`src/hdl/fccm_pkg.sv`:
```
// ----------------------------------------------------------------------------
// fccm_pkg
// shared types and constants of the cluster chain manager
// ----------------------------------------------------------------------------
package fccm_pkg;

  localparam int TABLE_ENTRIES     = 8192;
  localparam int FIRST_ALLOCATABLE = 3;
  localparam int IDX_W             = $clog2(TABLE_ENTRIES);
  localparam int ENTRY_W           = 16;

  localparam logic [ENTRY_W-1:0] FULL_MARK        = 16'hFFFF;
  localparam logic [ENTRY_W-1:0] END_MARKER_RESET = 16'd65528;

  typedef enum logic [2:0] {
    OP_ALLOC  = 3'd0,
    OP_EXTEND = 3'd1,
    OP_FREE   = 3'd2,
    OP_SEEK   = 3'd3,
    OP_READ   = 3'd4,
    OP_WRITE  = 3'd5
  } op_e;

  typedef enum logic [1:0] {
    STAT_OK   = 2'd0,
    STAT_FULL = 2'd1,
    STAT_ERR  = 2'd2
  } status_e;

  // one write port and one read port of the table
  typedef struct packed {
    logic               we;
    logic [IDX_W-1:0]   waddr;
    logic [ENTRY_W-1:0] wdata;
    logic [IDX_W-1:0]   raddr;
  } mem_req_t;

  // true when a cluster number names an entry of the table
  function automatic logic in_range(input logic [ENTRY_W-1:0] v);
    return {1'b0, v} < (ENTRY_W+1)'(TABLE_ENTRIES);
  endfunction

endpackage

```
`src/hdl/fccm_seq.sv`:
```
// ----------------------------------------------------------------------------
// fccm_seq
// request sequencer: free-entry scan, chain walks and single-entry access
// ----------------------------------------------------------------------------
module fccm_seq (
  input  logic                               clk_i,
  input  logic                               rst_ni,
  input  logic                               start_i,
  input  logic [2:0]                         op_i,
  input  logic [fccm_pkg::ENTRY_W-1:0]       cluster_i,
  input  logic [fccm_pkg::ENTRY_W-1:0]       hop_count_i,
  input  logic [fccm_pkg::ENTRY_W-1:0]       entry_value_i,
  input  logic [fccm_pkg::ENTRY_W-1:0]       end_marker_i,
  input  logic [fccm_pkg::ENTRY_W-1:0]       rdata_i,
  output fccm_pkg::mem_req_t                 mem_o,
  output logic                               busy_o,
  output logic                               result_valid_o,
  output logic [1:0]                         status_o,
  output logic [fccm_pkg::ENTRY_W-1:0]       result_cluster_o
);
  import fccm_pkg::*;

  typedef enum logic [2:0] {
    S_IDLE,
    S_SCAN,
    S_LINK,
    S_FREE,
    S_SEEK,
    S_READ
  } state_e;

  localparam logic [IDX_W-1:0] IDX_FIRST = IDX_W'(FIRST_ALLOCATABLE);
  localparam logic [IDX_W-1:0] IDX_LAST  = IDX_W'(TABLE_ENTRIES - 1);

  state_e             state_q, state_d;
  logic               ext_q, ext_d;
  logic [ENTRY_W-1:0] clu_q, clu_d;
  logic [IDX_W-1:0]   idx_q, idx_d;
  logic [IDX_W-1:0]   cnt_q, cnt_d;
  logic [ENTRY_W-1:0] hops_q, hops_d;
  logic               first_q, first_d;
  logic               byp_q, byp_d;
  logic               valid_q, valid_d;
  logic [1:0]         status_q, status_d;
  logic [ENTRY_W-1:0] res_q, res_d;

  logic [ENTRY_W-1:0] dat;
  logic [ENTRY_W-1:0] sk_cur, sk_hops;
  logic               sk_stop, sk_oor;
  logic               fr_stop;

  // a read issued at the address zeroed in the same cycle sees zero
  assign dat = byp_q ? '0 : rdata_i;

  // shared seek step: start of the walk in idle, fetched link afterwards
  assign sk_cur  = (state_q == S_IDLE) ? cluster_i   : dat;
  assign sk_hops = (state_q == S_IDLE) ? hop_count_i : hops_q;
  assign sk_stop = (sk_hops == '0) || (sk_cur >= end_marker_i);
  assign sk_oor  = !in_range(sk_cur);

  assign fr_stop = (first_q && (ENTRY_W'(idx_q) >= end_marker_i)) || (dat >= end_marker_i);

  always_comb begin
    state_d  = state_q;
    ext_d    = ext_q;
    clu_d    = clu_q;
    idx_d    = idx_q;
    cnt_d    = cnt_q;
    hops_d   = hops_q;
    first_d  = first_q;
    byp_d    = 1'b0;
    valid_d  = 1'b0;
    status_d = status_q;
    res_d    = res_q;
    mem_o.we    = 1'b0;
    mem_o.waddr = idx_q;
    mem_o.wdata = '0;
    mem_o.raddr = idx_q;

    case (state_q)
      S_IDLE: begin
        if (start_i) begin
          valid_d  = 1'b1;
          status_d = STAT_ERR;
          res_d    = '0;
          case (op_i)
            OP_ALLOC, OP_EXTEND: begin
              if (op_i == OP_ALLOC || in_range(cluster_i)) begin
                valid_d     = 1'b0;
                mem_o.raddr = IDX_FIRST;
                idx_d       = IDX_FIRST;
                ext_d       = (op_i == OP_EXTEND);
                clu_d       = cluster_i;
                state_d     = S_SCAN;
              end
            end
            OP_FREE: begin
              if (in_range(cluster_i)) begin
                valid_d     = 1'b0;
                mem_o.raddr = cluster_i[IDX_W-1:0];
                idx_d       = cluster_i[IDX_W-1:0];
                first_d     = 1'b1;
                cnt_d       = '0;
                state_d     = S_FREE;
              end
            end
            OP_SEEK: begin
              if (sk_stop) begin
                status_d = (sk_hops != '0) ? STAT_ERR : STAT_OK;
                res_d    = sk_cur;
              end else if (sk_oor) begin
                res_d = sk_cur;
              end else begin
                valid_d     = 1'b0;
                mem_o.raddr = sk_cur[IDX_W-1:0];
                hops_d      = sk_hops - 1'b1;
                state_d     = S_SEEK;
              end
            end
            OP_READ: begin
              if (in_range(cluster_i)) begin
                valid_d     = 1'b0;
                mem_o.raddr = cluster_i[IDX_W-1:0];
                state_d     = S_READ;
              end
            end
            OP_WRITE: begin
              if (in_range(cluster_i)) begin
                mem_o.we    = 1'b1;
                mem_o.waddr = cluster_i[IDX_W-1:0];
                mem_o.wdata = entry_value_i;
                status_d    = STAT_OK;
              end
            end
            default: begin
              status_d = STAT_ERR;
            end
          endcase
        end
      end

      S_SCAN: begin
        if (rdata_i == '0) begin
          mem_o.we    = 1'b1;
          mem_o.wdata = FULL_MARK;
          res_d       = ENTRY_W'(idx_q);
          if (ext_q) begin
            state_d = S_LINK;
          end else begin
            valid_d  = 1'b1;
            status_d = STAT_OK;
            state_d  = S_IDLE;
          end
        end else if (idx_q == IDX_LAST) begin
          valid_d  = 1'b1;
          status_d = STAT_FULL;
          res_d    = '0;
          state_d  = S_IDLE;
        end else begin
          mem_o.raddr = idx_q + 1'b1;
          idx_d       = idx_q + 1'b1;
        end
      end

      S_LINK: begin
        mem_o.we    = 1'b1;
        mem_o.waddr = clu_q[IDX_W-1:0];
        mem_o.wdata = res_q;
        valid_d     = 1'b1;
        status_d    = STAT_OK;
        state_d     = S_IDLE;
      end

      S_FREE: begin
        mem_o.we = 1'b1;
        if (fr_stop) begin
          valid_d  = 1'b1;
          status_d = STAT_OK;
          res_d    = '0;
          state_d  = S_IDLE;
        end else if (cnt_q == IDX_LAST || !in_range(dat)) begin
          valid_d  = 1'b1;
          status_d = STAT_ERR;
          res_d    = '0;
          state_d  = S_IDLE;
        end else begin
          mem_o.raddr = dat[IDX_W-1:0];
          idx_d       = dat[IDX_W-1:0];
          byp_d       = (dat[IDX_W-1:0] == idx_q);
          first_d     = 1'b0;
          cnt_d       = cnt_q + 1'b1;
        end
      end

      S_SEEK: begin
        if (sk_stop) begin
          valid_d  = 1'b1;
          status_d = (sk_hops != '0) ? STAT_ERR : STAT_OK;
          res_d    = sk_cur;
          state_d  = S_IDLE;
        end else if (sk_oor) begin
          valid_d  = 1'b1;
          status_d = STAT_ERR;
          res_d    = sk_cur;
          state_d  = S_IDLE;
        end else begin
          mem_o.raddr = sk_cur[IDX_W-1:0];
          hops_d      = sk_hops - 1'b1;
        end
      end

      S_READ: begin
        valid_d  = 1'b1;
        status_d = STAT_OK;
        res_d    = dat;
        state_d  = S_IDLE;
      end

      default: begin
        state_d = S_IDLE;
      end
    endcase
  end

  always_ff @(posedge clk_i or negedge rst_ni) begin
    if (!rst_ni) begin
      state_q  <= S_IDLE;
      valid_q  <= 1'b0;
      byp_q    <= 1'b0;
      status_q <= STAT_OK;
      res_q    <= '0;
    end else begin
      state_q  <= state_d;
      valid_q  <= valid_d;
      byp_q    <= byp_d;
      status_q <= status_d;
      res_q    <= res_d;
    end
  end

  always_ff @(posedge clk_i) begin
    ext_q   <= ext_d;
    clu_q   <= clu_d;
    idx_q   <= idx_d;
    cnt_q   <= cnt_d;
    hops_q  <= hops_d;
    first_q <= first_d;
  end

  assign busy_o           = (state_q != S_IDLE);
  assign result_valid_o   = valid_q;
  assign status_o         = status_q;
  assign result_cluster_o = res_q;

  // the strobe ends every request, and only a request
  a_busy_ends_with_word: assert property (@(posedge clk_i) disable iff (!rst_ni)
    $fell(busy_o) |-> result_valid_o)
    else $error("busy dropped without a result word");

  a_word_after_request: assert property (@(posedge clk_i) disable iff (!rst_ni)
    result_valid_o |-> ($past(busy_o) || $past(start_i)))
    else $error("result word without a request");

  a_scan_marks_full: assert property (@(posedge clk_i) disable iff (!rst_ni)
    (state_q == S_SCAN && mem_o.we) |-> (mem_o.wdata == FULL_MARK && rdata_i == '0))
    else $error("scan wrote something other than the end mark");

  a_free_writes_zero: assert property (@(posedge clk_i) disable iff (!rst_ni)
    (state_q == S_FREE) |-> (mem_o.we && mem_o.wdata == '0 && mem_o.waddr == idx_q))
    else $error("chain free did not clear the current entry");

  a_status_code: assert property (@(posedge clk_i) disable iff (!rst_ni)
    result_valid_o |-> (status_o == STAT_OK || status_o == STAT_FULL || status_o == STAT_ERR))
    else $error("unknown status code");

endmodule

```
`config.mk`:
```
export PLATFORM = sky130hd
export DESIGN_NAME = fccm_seq
export DESIGN_NICKNAME = d
export VERILOG_FILES = /design/src/hdl/fccm_pkg.sv /design/src/hdl/fccm_seq.sv
export SDC_FILE = /design/constraint.sdc
export NUM_CORES = 1
export LEC_CHECK = 0
export ABC_AREA = 1
export BUFFER_PORTS_ARGS = -buffer_cell sky130_fd_sc_hd__buf_2
export CORE_MARGIN = 4
export CORE_UTILIZATION = 30
export CTS_CLUSTER_DIAMETER = 50
export CTS_CLUSTER_SIZE = 28
export DETAILED_ROUTE_END_ITERATION = 16
export GPL_ROUTABILITY_DRIVEN = 0
export GPL_TIMING_DRIVEN = 1
export SLEW_MARGIN = 20
export SYNTH_ARGS = -nofsm -noshare
export SYNTH_HDL_FRONTEND = slang
export SYNTH_SLANG_ARGS = --single-unit
```
`constraint.sdc`:
```
create_clock -name clk_i -period 4.9 [get_ports clk_i]
set_input_delay 0.98 -clock clk_i [delete_from_list [all_inputs] [get_ports clk_i]]
set_output_delay 0.98 -clock clk_i [all_outputs]
set_load 0.02 [all_outputs]
```
Yosys cells after proc, flatten, opt, wreduce, memory -nomap -nowiden --
Cells that the tools add are included.
Operators by class: add/subtract/negate cells 3, magnitude comparators 6, equal/unequal tests 30, muxes and demuxes 95, reductions and logical operators 28
Operators with widths (number):
- two-way mux 16 bit | 18
- two-way mux 13 bit | 14
- case mux 16 bit (5 select lines) | 1
- case mux 13 bit (2 select lines) | 3
- case mux 13 bit (3 select lines) | 2
- two-way mux 30 bit | 2
- case mux 13 bit (4 select lines) | 1
- less-than comparator 16 x 14 -> 1 bit, second input constant | 3
- case mux 16 bit (3 select lines) | 1
- two-way mux 43 bit | 1
- two-way mux 3 bit | 12
- greater-or-equal comparator 16 bit | 2
- zero test 16 bit | 2
- case mux 16 bit (2 select lines) | 1
- inequality test 3 bit, second input constant | 9
- adder 13 x 1 -> 13 bit, second input constant | 2
- equality test 13 bit, second input constant | 2
- two-way mux 2 bit | 12
- case mux 3 bit (4 select lines) | 2
- two-way mux 1 bit | 19
- greater-or-equal comparator 13 x 16 -> 1 bit | 1
- nonzero test 16 bit | 1
- subtractor 16 x 1 -> 16 bit, second input constant | 1
- equality test 13 bit | 1
- 25 further kinds | 49
Word-level totals: bits in registers 80, input bits 86, output and inout bits 63, logic and storage cells 173

Longest topological paths before layout --
Gate-level depths: netlist of the first run.
depth after elaboration 8, mapped depth 25, gate-level depth less buffers 22

Worst setup path before layout of the first run --
Ideal clock, no wire load.
path type in2reg, start point in rdata_i[1] in the netlist's numbering, end point reg hops_q[0] (enable), setup time 0.430 ns, arrival 4.233 ns, data required time 4.470 ns, slack 0.236 ns, stages on the path 16, buffers on the path 0, cells stage by stage inv_1 nor2_1 inv_1 o21ai_0 ha_1 nand2_1 nand2_1 nand2_1 nand2_1 nand2_1 nand2_1 nand2_1 nand2_1 nor2_1 nand3_2 nor4_1
RTL lines:
- from (decl) | RTL line fccm_seq.sv:14 | input logic [fccm_pkg::ENTRY_W-1:0] rdata_i,
- to (signal assigned) | RTL line fccm_seq.sv:246 | hops_q <= hops_d;
- to (decl) | RTL line fccm_seq.sv:40 | logic [ENTRY_W-1:0] hops_q, hops_d;

==> results of run 1 <==
worst register-to-register path, cell delays in order, from the launching register on:
cell and delay (ns):
dfrtp_1 0.50, inv_2 0.13, nand2_4 0.25, o21ai_0 0.54, ha_1 0.35, nand2_1 0.07
nand2_1 0.05, nand2_1 0.06, a21oi_1 0.05, nor2_1 0.13, nand2_1 0.07, nor2_1 0.19
buf_4 0.31, nand3_2 0.24, nand2_1 0.40, o21ai_0 0.26, nand2_1 0.14, nand2_1 0.05
worst paths after layout:
check                               startpoint                  end  depth (start not counted)
max                                 rdata_i[1]             mem_o[5]                         22
min                        result_cluster_o[6]  result_cluster_o[6]                          2
max reg2reg                         state_q[1]  result_cluster_o[0]                         17
min reg2reg                result_cluster_o[6]  result_cluster_o[6]                          2
max in group asynchronous               rst_ni                byp_q                          1
min in group asynchronous               rst_ni  result_cluster_o[0]                          1
cells in the mapped netlist, drive strengths merged (16+ instances only):
cell    number
inv        156
ha          48
nor2       120
a21oi       62
clkbuf      40
nor3        16
nand2      406
nand3      175
nand4       30
o21ai       74
o211ai      22
buf         24
edfxtp      57
dfrtp       23
layer usage:
layer | vias up | wire length (µm)
met1 | 4416 | 13100
met4 | 6 | 1560
met3 | 103 | 2950
met5 | - | 40
met2 | 480 | 15700
li1 | 4773 | -
kinds of logic after synthesis:
| kind of cell | after synthesis | synth area share (%) |
|---|---|---|
| multiplexers | 1 | 0.118 |
| XOR/XNOR | 21 | 2.16 |
| adder cells (fa/ha/maj) | 48 | 7.05 |
| buffers and inverters | 228 | 10.7 |
| flip-flops | 80 | 26.9 |
| AND/OR/NAND/NOR | 761 | 38.6 |
| AO/OA/AOI/OAI | 208 | 14.5 |
power breakdown:
| part | internal, mW | switching, mW | total (mW) | leakage, nW |
|---|---|---|---|---|
| sequential | 0.900 | 0.150 | 1.05 | 0.849 |
| clock | 0.406 | 0.321 | 0.726 | 0.152 |
| combinational | 0.971 | 2.18 | 3.15 | 4.07 |
sequential cells by signal (all words and copies together) (netlist names), 2 cells and up:
name              count
clu_q                13
result_cluster_o     16
idx_q                13
status_o              2
hops_q               16
cnt_q                13
state_q               3
area by class of cell:
| type | instances | area, µm² | area share [%] |
|---|---|---|---|
| clock buffers | 9 | 225 | 2.24 |
| clock inverters | 7 | 82.6 | 0.821 |
| inverters | 164 | 616 | 6.12 |
| multi-input cells | 1039 | 5340 | 53.1 |
| flip-flops and latches | 80 | 2290 | 22.7 |
| well taps | 378 | 473 | 4.70 |
| repair buffers | 187 | 1030 | 10.3 |
timing repair:
item	CTS	global route
setup endpoints to repair	0	13
resized for setup	0	3
hold buffers	0	0
==> flow_summary_export.csv, run 1 <==
group,metric,value,unit
run_status,status,"completed",
place,post-dp-hpwl,26.3,mm
die,initial_utilization,30.6,%
setup_path,cp_cell_sequence,"buf_2, inv_1, nor2_1, inv_1, o21ai_0, ha_1, nand2_1, nand2_1, nand2_1, nand2_1, nand2_1, nand2_1, nand2_1, nand2_1, nor2_1, buf_4, nand3_1, nand2_1, nor2_1, nor2_1, nand3_1, buf_2",
global_route,grt_pass1_vias,9469,
drt,drt_pre_antenna_iters,6,
synthesis,yosysWarnings,0,
clock_tree,numCtsBuffers,9,
synthesis,synth-seq-area-share,26.9,%
timing,maxSlewViolCount,0,
timing,slew_headroom,31.5,%
finish,area_growth,18.2,%
drt,drcViolationCount,0,
clock_tree,htreeDepth,3,
global_route,gr-usage-met2,35.1,%
synthesis,synth_edf_count,57,
synthesis,netlist_instances,1347,
setup_path,crit_arrival,3.74,ns
die,io_pins,149,
setup_path,cp-start-kind,"input port",
clock_tree,post_cts_buffers,0,
finish,final_cell_mix,"nand2_1, nand3_1, inv_1, buf_2, nor2_1",
clock_tree,cts_tree,"done",
clock_tree,cts_root_buffer,"clkbuf_16",
setup_path,path_class,"in2out",
synthesis,synthArstFlopShare,28.7,%
die,dieArea,31100,µm²
finish,stdcell_area,10100,µm²
run,cap_violations,0,
finish,final_common_cell,"nand2_1",
worst_hold_path,min_path_type,"reg2reg",
die,fp.dieH,176,µm
finish,utilization,36.1,%
die,core_area,27900,µm²
place,postPlaceCellArea,9750,µm²
drt,vias_per_cell,5.25,
timing,fin_crit_sh,96.3,%
finish,antenna-diode-count,0,
setup_path,worstPathRequired,3.92,ns
global_route,grt_pass1_wl,51.7,mm
finish,final_cells,1864,
setup_path,critPathTopFamily,"simple AND/OR/NAND/NOR gates",
place,dp_slack,0.266,ns
timing,hold_violations,0,
timing,fin_skew,0.0183,ns
finish,fill_cells,3026,
pwr,p_leak,5.07,nW
global_route,grt_usage,21.0,%
timing,whs,0.508,ns
setup_path,cpMaxStageDelayCell,"o21ai_0",
timing,worst_slack,0.183,ns
global_route,grt_max_degree,37,
synthesis,synth_top_cell_area_share,20.1,%
drt,vias,9778,
global_route,met3_usage,4.41,%
drt,ant_nets,0,
synthesis,synth_seq_cells,80,
global_route,grt-busiest-layer,"met2",
setup_path,endpoint_kind,"output port",
clock_tree,cts.sinks,80,
timing,rsz0062_at_grt,"false",
drt,post_drt_wl_per_cell,17.9,µm
synthesis,ys_types,49,
drt,finalWirelength,33.3,mm
setup_path,cp_num_buf_inv,5,
synthesis,synth.area.top_cells,"edfxtp_1, nand2_1, nand3_1",
finish,fin_nets,1615,
pwr,total_power,4.93,mW
setup_path,cpPeakStageDelay,0.43,ns
timing,setup_viol,0,
clock_tree,worstSkewPairLatency,0.36,ns
timing,tns,0,ns
die,rows,61,
pwr,peakVddDrop,0.000180,V
die,fp.dieW,176,µm
timing,max_freq,212,MHz
setup_path,cpMostUsedCell,"nand2_1",
setup_path,critPathMaxFanout,15,
drt,drtIter0Drc,974,
timing,period_needed,4.72,ns
global_route,overflow,0,
global_route,use_met1,25.7,%
synthesis,synthFlopType,"edfxtp_1",
global_route,antenna_found_initial,3,
setup_path,r2r_slack,1.00,ns
place,dp.cells,1848,
finish,drive_gt1_share,15.7,%
synthesis,syn_nets,1481,
pwr,power_density,490,nW/µm²
clock_tree,clk_pin_slew,0.06,ns
synthesis,synth_top_area_cell,"edfxtp_1",
synthesis,syn_area,8520,µm²
timing,worst_pin_slew,1.02,ns
synthesis,avgSynthCellArea,6.32,µm²
place,port_buffers,148,
clock_tree,clock_path_buffers,2,
No activity file was read; power rests on OpenSTA's default activity.
==> run 2: changes to the inputs <==
--- a/config.mk
+++ b/config.mk
@@ -5,10 +5,9 @@
 export SDC_FILE = /design/constraint.sdc
 export NUM_CORES = 1
 export LEC_CHECK = 0
-export ABC_AREA = 1
 export BUFFER_PORTS_ARGS = -buffer_cell sky130_fd_sc_hd__buf_2
 export CORE_MARGIN = 4
-export CORE_UTILIZATION = 30
+export CORE_UTILIZATION = 40
 export CTS_CLUSTER_DIAMETER = 50
 export CTS_CLUSTER_SIZE = 28
 export DETAILED_ROUTE_END_ITERATION = 16
==> flow_summary_export.csv, run 2 <==
group,metric,value,unit
run_status,status,"completed",
place,dp.cells,1377,
finish,drive_gt1_share,28.4,%
die,core_area,19400,µm²
timing,setup_viol,0,
die,io_pins,149,
synthesis,synth.most_common_cell,"nor2_1",
clock_tree,cts_tree,"done",
setup_path,crit_arrival,3.88,ns
drt,ant_nets,0,
timing,tns,0,ns
clock_tree,clock_path_buffers,2,
finish,final_cell_mix,"buf_2, nor2_1, buf_4, nand2_1, edfxtp_1",
setup_path,worstPathRequired,3.92,ns
synthesis,synthArstFlopShare,28.7,%
clock_tree,cts_root_buffer,"clkbuf_16",
timing,maxSlewViolCount,0,
clock_tree,clk_pin_slew,0.07,ns
place,post-dp-hpwl,23.1,mm
run,cap_violations,0,
synthesis,synth_edf_count,57,
setup_path,cp-start-kind,"flop",
timing,worst_slack,0.0378,ns
place,dp_slack,-0.115,ns
synthesis,netlist_instances,937,
die,fp.dieW,148,µm
synthesis,synth_seq_cells,80,
synthesis,synth_top_area_cell,"edfxtp_1",
die,initial_utilization,40.6,%
synthesis,synthFlopType,"edfxtp_1",
global_route,grt_max_degree,30,
global_route,overflow,0,
timing,fin_skew,0.00975,ns
timing,max_freq,206,MHz
pwr,peakVddDrop,0.000364,V
timing,slew_headroom,29.7,%
drt,drt_pre_antenna_iters,8,
global_route,grt_usage,26.8,%
synthesis,synth-seq-area-share,29.0,%
finish,regArea,2290,µm²
pwr,power_density,468,nW/µm²
setup_path,endpoint_kind,"output port",
place,port_buffers,148,
finish,antenna-diode-count,0,
finish,final_cells,1400,
finish,multi_input_area,5310,µm²
setup_path,path_class,"reg2out",
drt,post_drt_wl_per_cell,21.6,µm
synthesis,syn_nets,1071,
global_route,grt_pass1_vias,7974,
drt,vias_per_cell,6.07,
drt,drcViolationCount,0,
finish,utilization,51.3,%
die,rows,51,
finish,fin_nets,1264,
timing,whs,0.524,ns
synthesis,ys_top_cells_by_count,"nor2_1, nand2_1, edfxtp_1, o21ai_0, inv_1",
global_route,grt_pass1_wl,46.1,mm
worst_hold_path,min_path_type,"reg2reg",
clock_tree,worstSkewPairLatency,0.36,ns
setup_path,critPathMaxFanout,29,
die,dieArea,22000,µm²
synthesis,avgSynthCellArea,8.41,µm²
synthesis,synth_top_cell_area_share,21.7,%
synthesis,syn_area,7880,µm²
finish,final_common_cell,"buf_2",
drt,vias,8494,
finish,fill_cells,1924,
finish,area_growth,26.4,%
die,fp.dieH,148,µm
synthesis,yosysWarnings,0,
timing,hold_violations,0,
timing,worst_pin_slew,1.05,ns
synthesis,ys_types,87,
drt,drtIter0Drc,1200,
clock_tree,cts.sinks,80,
timing,period_needed,4.86,ns
drt,finalWirelength,30.2,mm
clock_tree,htreeDepth,3,
synthesis,synth.area.top_cells,"edfxtp_1, ha_1, dfrtp_1",
timing,fin_crit_sh,99.2,%
global_route,antenna_found_initial,0,
clock_tree,numCtsBuffers,9,
timing,rsz0062_at_grt,"true",
pwr,p_leak,4.42,nW
-- run 2: cell types whose count changed in the layout (fill, tap and decap cells not counted), moves of 14 or more --
cell      change
a21o_1       +15
mux2i_1      +28
nand4_1      -14
nand3_1     -153
buf_4        +56
a221o_1      +26
xnor2_1      +20
a222oi_1     +21
a21oi_1      -37
inv_1       -100
nand2_1     -311
o211ai_1     -17
-- run 2: critical path, stage by stage (launching register included) --
cell and delay, ns:
dfrtp_1 0.40, nor3_4 0.22, buf_12 0.15, buf_8 0.21, nor2_1 0.09, a21oi_2 0.18
ha_1 0.26, nand2b_1 0.15, a2111oi_2 0.37, o31ai_1 0.17, o2bb2ai_2 0.18, buf_4 0.18
o31ai_1 0.46, and3_1 0.23, a2bb2oi_1 0.07, buf_2 0.16
-- run 2: worst paths after layout --
| check | slack, ns | depth (start not counted) | startpoint | to |
|---|---|---|---|---|
| worst max register to register | 0.88 | 14 | state_q[0] | result_cluster_o[7] |
| min in group asynchronous | 0.61 | 1 | rst_ni | result_cluster_o[14] |
| worst min register to register | 0.52 | 1 | result_cluster_o[14] | result_cluster_o[14] |
| max in group asynchronous | 3.88 | 1 | rst_ni | byp_q |
| worst max-delay path | 0.04 | 15 | state_q[0] | mem_o[5] |
| worst min-delay path | 0.52 | 1 | result_cluster_o[14] | result_cluster_o[14] |
-- run 2: kinds of logic (layout without fill, tap and decap cells) --
family,Yosys count,in the layout,synth area share [%]
and+or+nand+nor,337,338,21.0
AOI/OAI and AO/OA,268,268,25.8
buffers and inverters,118,315,6.16
DFF,80,80,29.0
adders and majority gates,49,49,7.75
xor gates and xnor gates,45,45,5.00
muxes,40,40,5.27
-- run 2: area by class of cell --
| class | instances | area share (%) |
|---|---|---|
| repair buffers | 245 | 15.2 |
| flip-flops and latches | 80 | 23.0 |
| multi-input cells | 740 | 53.3 |
| clock buffers | 9 | 2.26 |
| well taps | 265 | 3.33 |
| inverters | 54 | 2.06 |
| clock inverters | 7 | 0.842 |
-- run 2: power breakdown --
| part | leakage (nW) | internal [mW] | switching, mW |
|---|---|---|---|
| clock | 0.149 | 0.405 | 0.320 |
| sequential | 0.862 | 0.872 | 0.0974 |
| combinational | 3.41 | 1.17 | 1.79 |
-- run 2: timing repair --
action | in CTS | in global routing
cloned | 0 | 1
buffers inserted | 1 | 5
endpoints found under the setup margin | 13 | 13
pin swaps | 3 | 15
hold buffers | 0 | 0
gates resized for setup | 8 | 35
-- run 2: layer usage --
metal	track usage, %	part of all wire (%)
met1	38.7	44
met5	0	0
met2	38.4	41
met4	9.38	3.1
met3	7.43	12
-- run 2: through the flow --
stage,power [mW],area (µm²)
global placement,3.70,9380
finish,4.66,9960
CTS,4.50,9750
global route,4.93,9960
detailed placement,3.72,9380
floorplan,2.73,7890
